`config.mk`:
```
export PLATFORM = sky130hd
export DESIGN_NAME = tti_div
export DESIGN_NICKNAME = d
export VERILOG_FILES = /design/src/design/tti_pkg.sv /design/src/design/tti_div.sv
export SDC_FILE = /design/constraint.sdc
export NUM_CORES = 1
export LEC_CHECK = 0
export BUFFER_PORTS_ARGS = -buffer_cell sky130_fd_sc_hd__buf_2
export CORE_MARGIN = 4
export CORE_UTILIZATION = 46
export CTS_CLUSTER_SIZE = 40
export DETAILED_ROUTE_END_ITERATION = 12
export HOLD_SLACK_MARGIN = 0.12
export PLACE_DENSITY_LB_ADDON = 0.25
export RECOVER_POWER = 50
export SLEW_MARGIN = 20
export SYNTH_ARGS = -nofsm -noshare
export SYNTH_HDL_FRONTEND = slang
export SYNTH_SLANG_ARGS = --single-unit
```
`constraint.sdc`:
```
create_clock -name clk -period 6.5 [get_ports clk]
set_input_delay 0.65 -clock clk [delete_from_list [all_inputs] [get_ports clk]]
set_output_delay 0.65 -clock clk [all_outputs]
set_load 0.01 [all_outputs]
```
`src/design/tti_pkg.sv`:
```
// Shared constants and types for the trajectory time interpolator.
package tti_pkg;
  localparam int MaxPointsDef = 64;
  localparam int NVal = 6;

  localparam logic [1:0] CmdClear  = 2'd0;
  localparam logic [1:0] CmdAppend = 2'd1;
  localparam logic [1:0] CmdQuery  = 2'd2;
  localparam logic [1:0] CmdUnused = 2'd3;

  localparam logic [1:0] StOk    = 2'd0;
  localparam logic [1:0] StEmpty = 2'd1;
  localparam logic [1:0] StFull  = 2'd2;
  localparam logic [1:0] StOrder = 2'd3;

  // divider control between sequencer and divider
  typedef struct packed {
    logic        start;
    logic [47:0] num;
    logic [32:0] den;
  } div_req_t;

  typedef struct packed {
    logic        done;
    logic [16:0] quo;
  } div_rsp_t;
endpackage

```
`src/design/tti_div.sv`:
```
// Radix-2 restoring divider producing a 17-bit quotient, one bit a cycle.
module tti_div (
  input  logic              clk,
  input  logic              rst_n,
  input  tti_pkg::div_req_t req,
  output tti_pkg::div_rsp_t rsp
);
  logic [32:0] rem_r, rem_nxt;
  logic [47:0] num_r, num_nxt;
  logic [32:0] den_r, den_nxt;
  logic [16:0] quo_r, quo_nxt;
  logic [4:0]  cnt_r, cnt_nxt;
  logic        busy_r, busy_nxt;
  logic        done_r, done_nxt;
  logic [33:0] trial;
  logic [33:0] shifted;

  always_comb begin
    rem_nxt  = rem_r;
    num_nxt  = num_r;
    den_nxt  = den_r;
    quo_nxt  = quo_r;
    cnt_nxt  = cnt_r;
    busy_nxt = busy_r;
    done_nxt = 1'b0;
    shifted  = {rem_r, num_r[47]};
    trial    = shifted - {1'b0, den_r};
    if (req.start) begin
      // quotient < 2^17: leading 31 numerator bits form the start remainder
      rem_nxt  = {2'b00, req.num[47:17]};
      num_nxt  = {req.num[16:0], 31'd0};
      den_nxt  = req.den;
      cnt_nxt  = 5'd17;
      busy_nxt = 1'b1;
    end else if (busy_r) begin
      num_nxt = {num_r[46:0], 1'b0};
      if (!trial[33]) begin
        rem_nxt = trial[32:0];
        quo_nxt = {quo_r[15:0], 1'b1};
      end else begin
        rem_nxt = shifted[32:0];
        quo_nxt = {quo_r[15:0], 1'b0};
      end
      cnt_nxt = cnt_r - 5'd1;
      if (cnt_r == 5'd1) begin
        busy_nxt = 1'b0;
        done_nxt = 1'b1;
      end
    end
  end

  always_ff @(posedge clk) begin
    if (!rst_n) begin
      busy_r <= 1'b0;
      done_r <= 1'b0;
      cnt_r  <= '0;
    end else begin
      busy_r <= busy_nxt;
      done_r <= done_nxt;
      cnt_r  <= cnt_nxt;
    end
    rem_r <= rem_nxt;
    num_r <= num_nxt;
    den_r <= den_nxt;
    quo_r <= quo_nxt;
  end

  assign rsp.done = done_r;
  assign rsp.quo  = quo_r;
endmodule

```
==> results by group <==
Global routing
  – Largest net degree at the start of global routing: 91
  – First-pass GRT wire length: 20.7 mm
  – Initial antenna violation count: 0
  – Vias in the first global route: 4416
  – Global Route Usage Sum: 0.173
  – GR Overflow Total: 0

Synthesis
  – Top-area cell type share of the netlist area: 0.485
  – Yosys cell types: 57
  – Mapped Area: 6070 sq um
  – Sequential area share after synthesis: 0.514
  – Asr flop ratio synth: 0
  – EDFF count, synth: 98
  – Largest area contributor in the netlist: edfxtp_1
  – Synth Warn #: 0
  – #FFs+latches synth: around 110
  – Mapped Cells: approximately 550
  – Synth top area cells: edfxtp_1 48%, ha_1 7.2%, mux2_2 3.2%
  – Synth Flop Type: edfxtp_1
  – Post-Syn Nets: about 670
  – Avg Cell Area, Syn: approximately 11 sq um

STA
  – Hold Violations, Final: 0
  – Max Slew Vio Count: between 90 and 100
  – PnR worst setup slack: 1.97 ns
  – Actual slew at the worst max-slew pin: 3.83 ns
  – Final period util: 0.697
  – Slew margin rel.: -1.55
  – Clock Skew: 0.0108 ns
  – Crit path time final: 4.53 ns
  – Setup TNS Final: 0 ns
  – Highest Clock Rate: 221 MHz
  – Final setup viols: 0
  – RSZ-0062 raised after global routing: no

Power and ir drop
  – Pwr Density: 357 nW/um^2
  – Static leakage: 0.00283 uW
  – Max rail drop VDD: about 0.00024 V
  – Overall power: 2490 uW

Outcome
  – Failing checks: max-capacitance violations, max-slew violations
  – Status: finished, violations left

Routing
  – DR pass1 iterations: 4
  – Detailed Route WL: 12.4 mm
  – DRC Markers: 0
  – 1st-iter DRT viols: 222
  – Antenna-violating nets left: 0
  – WL/cell: between 15 and 20 microns
  – DR vias/cell: 5.35
  – Total number of vias: 4349

Final layout
  – Layout cells sized above 1: 0.195
  – Antenna diodes: 0
  – Area Overhead vs Synth: 14.7%
  – Area occupied by multi-input gates: between 2000 and 3000 sq um
  – FF/Latch Area: 3120 sq um
  – Filler cells: around 1100
  – Util after Layout: 0.545
  – Final #Nets: 756
  – Non-filler instance count after layout: slightly above 800

Worst setup path
  – Critical path endpoint category: register
  – Critical path cell sequence: clkbuf_1 > nor2b_2 > a32oi_1 > o21ai_0
  – Worst Setup Start Kind: input pin
  – Worst R2R Setup Slack: 2.39 ns
  – FF-to-FF path depth: 12
  – Slowest CP cell: clkbuf_1
  – Critical path required time: roughly 6.7 ns
  – R2R Path End: rem_r[20]
  – Crit path largest cell delay: 2.64 ns
  – Data arrival time of the worst path: 4.77 ns
  – R2r startpoint: rem_r[17]
  – Kind of critical path: in2reg
  – CP Max Fanout: 90
  – Worst setup endpoint: rem_r[31]
  – Worst setup path startpoint: req[81]

Die
  – Initial Utilization: 0.475
  – DIE AREA: 15100 sq um
  – Core box area: approximately 13000 sq um
  – DIE HEIGHT: 123 microns
  – Ports: 102
  – # rows: 41
  – DIE WIDTH: 123 microns

CTS
  – Post-CTS sizing: 0
  – H-tree levels: 3
  – CTS tree: yes
  – Worst skew pair latency: 0.36 ns
  – CTS buffer count: 9
  – CTS clock-pin slew for the worst setup and hold paths: 0.07 ns
  – CTS Buffer Depth: 2
  – Cts hold-fix bufs: 0
  – Post-CTS setup buffers: 0
  – CTS Root Cell: clkbuf_16
  – CTS sink count: 107

Placement
  – Detailed placement HPWL: just under 9 mm
  – Dpl cells: 797
  – Routability cong.: 0.886
  – Port Buf Inserts: ~100
  – Setup WS pre-CTS: 2.39 ns

Flow run
  – Max-cap violations: 1

Min path
  – Hold Path Class: reg2reg
[through the flow]
step	hold WS (ns)	area (sq um)
6_report	0.454	6970
5_1_grt	0.443	6970
4_1_cts	0.447	6990
3_5_place_dp	0.430	6720
3_3_place_gp	0.426	6720
2_1_floorplan	0.464	6070
[area by class of cell]
cell class / count / share of cell area
Sequential cell: 107 / 0.448
Clock buffer: 9 / 0.0323
Clock inverter: 7 / 0.00719
Timing Repair Buffer: 103 / 0.0713
Tap cell: 172 / 0.0309
Multi-Input combinational cell: 373 / 0.387
Inverter: 42 / 0.0228
[worst min-delay path by stage]
stage / startpoint / endpoint / slack, ns / cells past startpoint
final: quo_r[2] / quo_r[3] / 0.45 / 0
after global routing: req[27] / den_r[27] / 0.44 / 1
after CTS: quo_r[3] / quo_r[4] / 0.45 / 0
after detailed placement: quo_r[3] / quo_r[4] / 0.43 / 0
after global placement: quo_r[1] / quo_r[2] / 0.43 / 0
after floorplan: rem_r[31] / rem_r[31] / 0.46 / 2
[synthesized netlist by cell type (2+ instances only)]
cell       count
o41ai_1        2
clkbuf_1      18
nor4b_1        2
nand2_1       46
and2_1         4
a22oi_1        2
a21o_1        15
a21oi_1       28
o21bai_1       3
a311o_1        2
o211ai_1       3
a2111oi_0      2
nor3_1        15
nor4_1         3
mux2i_1        3
nor2_1        27
or3_1          2
nand3b_1      18
mux2_2        17
nand3_1        5
nor3b_1        4
a31oi_1        3
buf_1          2
o21a_1         6
o21ai_0       16
ha_1          35
xnor2_1       13
buf_2          3
o31ai_1        3
edfxtp_1      98
inv_1         41
nor2b_1       13
and3_1         6
nand4_1        2
o311ai_0      17
nand2b_1       5
a211oi_1       5
a221o_1        8
xor2_1        21
o21ai_1        3
dfxtp_1        9
[report_power, final]
group	switching [uW]	total (uW)	internal, uW
registers	57.9	955	898
clock network	253	515	261
logic	585	1020	434
total	897	2490	1590
[cell usage in the layout (no fill, tap or decap), types with 4 or more instances in the layout]
cell type and instances:
edfxtp_1 98, buf_2 82, nand2_1 46, inv_1 40, ha_1 35, a21oi_1 28, nor2_1 27, xor2_1 21
clkbuf_1 19, nand3b_1 18, o311ai_0 17, mux2_2 17, o21ai_0 16, a21o_1 15, nor3_1 15, xnor2_1 13
nor2b_1 12, dfxtp_1 9, clkbuf_16 9, a221o_1 8, and3_1 6, o21a_1 6, nand2b_1 5, a211oi_1 5
nand3_1 5, nor3b_1 4
[per-layer routing]
layer | share of wire | up-vias | track usage
met5 | 0 | - | 0
met4 | 0.016 | 0 | 0.0560
met2 | 0.45 | 111 | 0.276
met3 | 0.072 | 12 | 0.0549
li1 | - | 2203 | -
met1 | 0.46 | 2023 | 0.225
[flip-flops by register name, summed over array words and instances (netlist names)]
register	cells
den_r	33
cnt_r	5
done_r	1
busy_r	1
quo_r	17
rem_r	33
num_r	17
[worst max-delay path: cells and delay by family]
family          cells  cell delay [ns]
compound gates      2             0.53
buf+inv             1             2.64
simple gates        1             0.86
[cells by family after synthesis]
logic type / after synthesis / synth area share
adder cells (fa/ha/maj): 36 / 0.0754
buffers and inverters: 66 / 0.0420
multiplexers: 21 / 0.0383
flip-flops: 107 / 0.514
AND/OR/NAND/NOR: 155 / 0.133
XOR/XNOR: 34 / 0.0490
AO/OA/AOI/OAI: 127 / 0.148
Note: power is estimated with default switching activity, not from simulation.
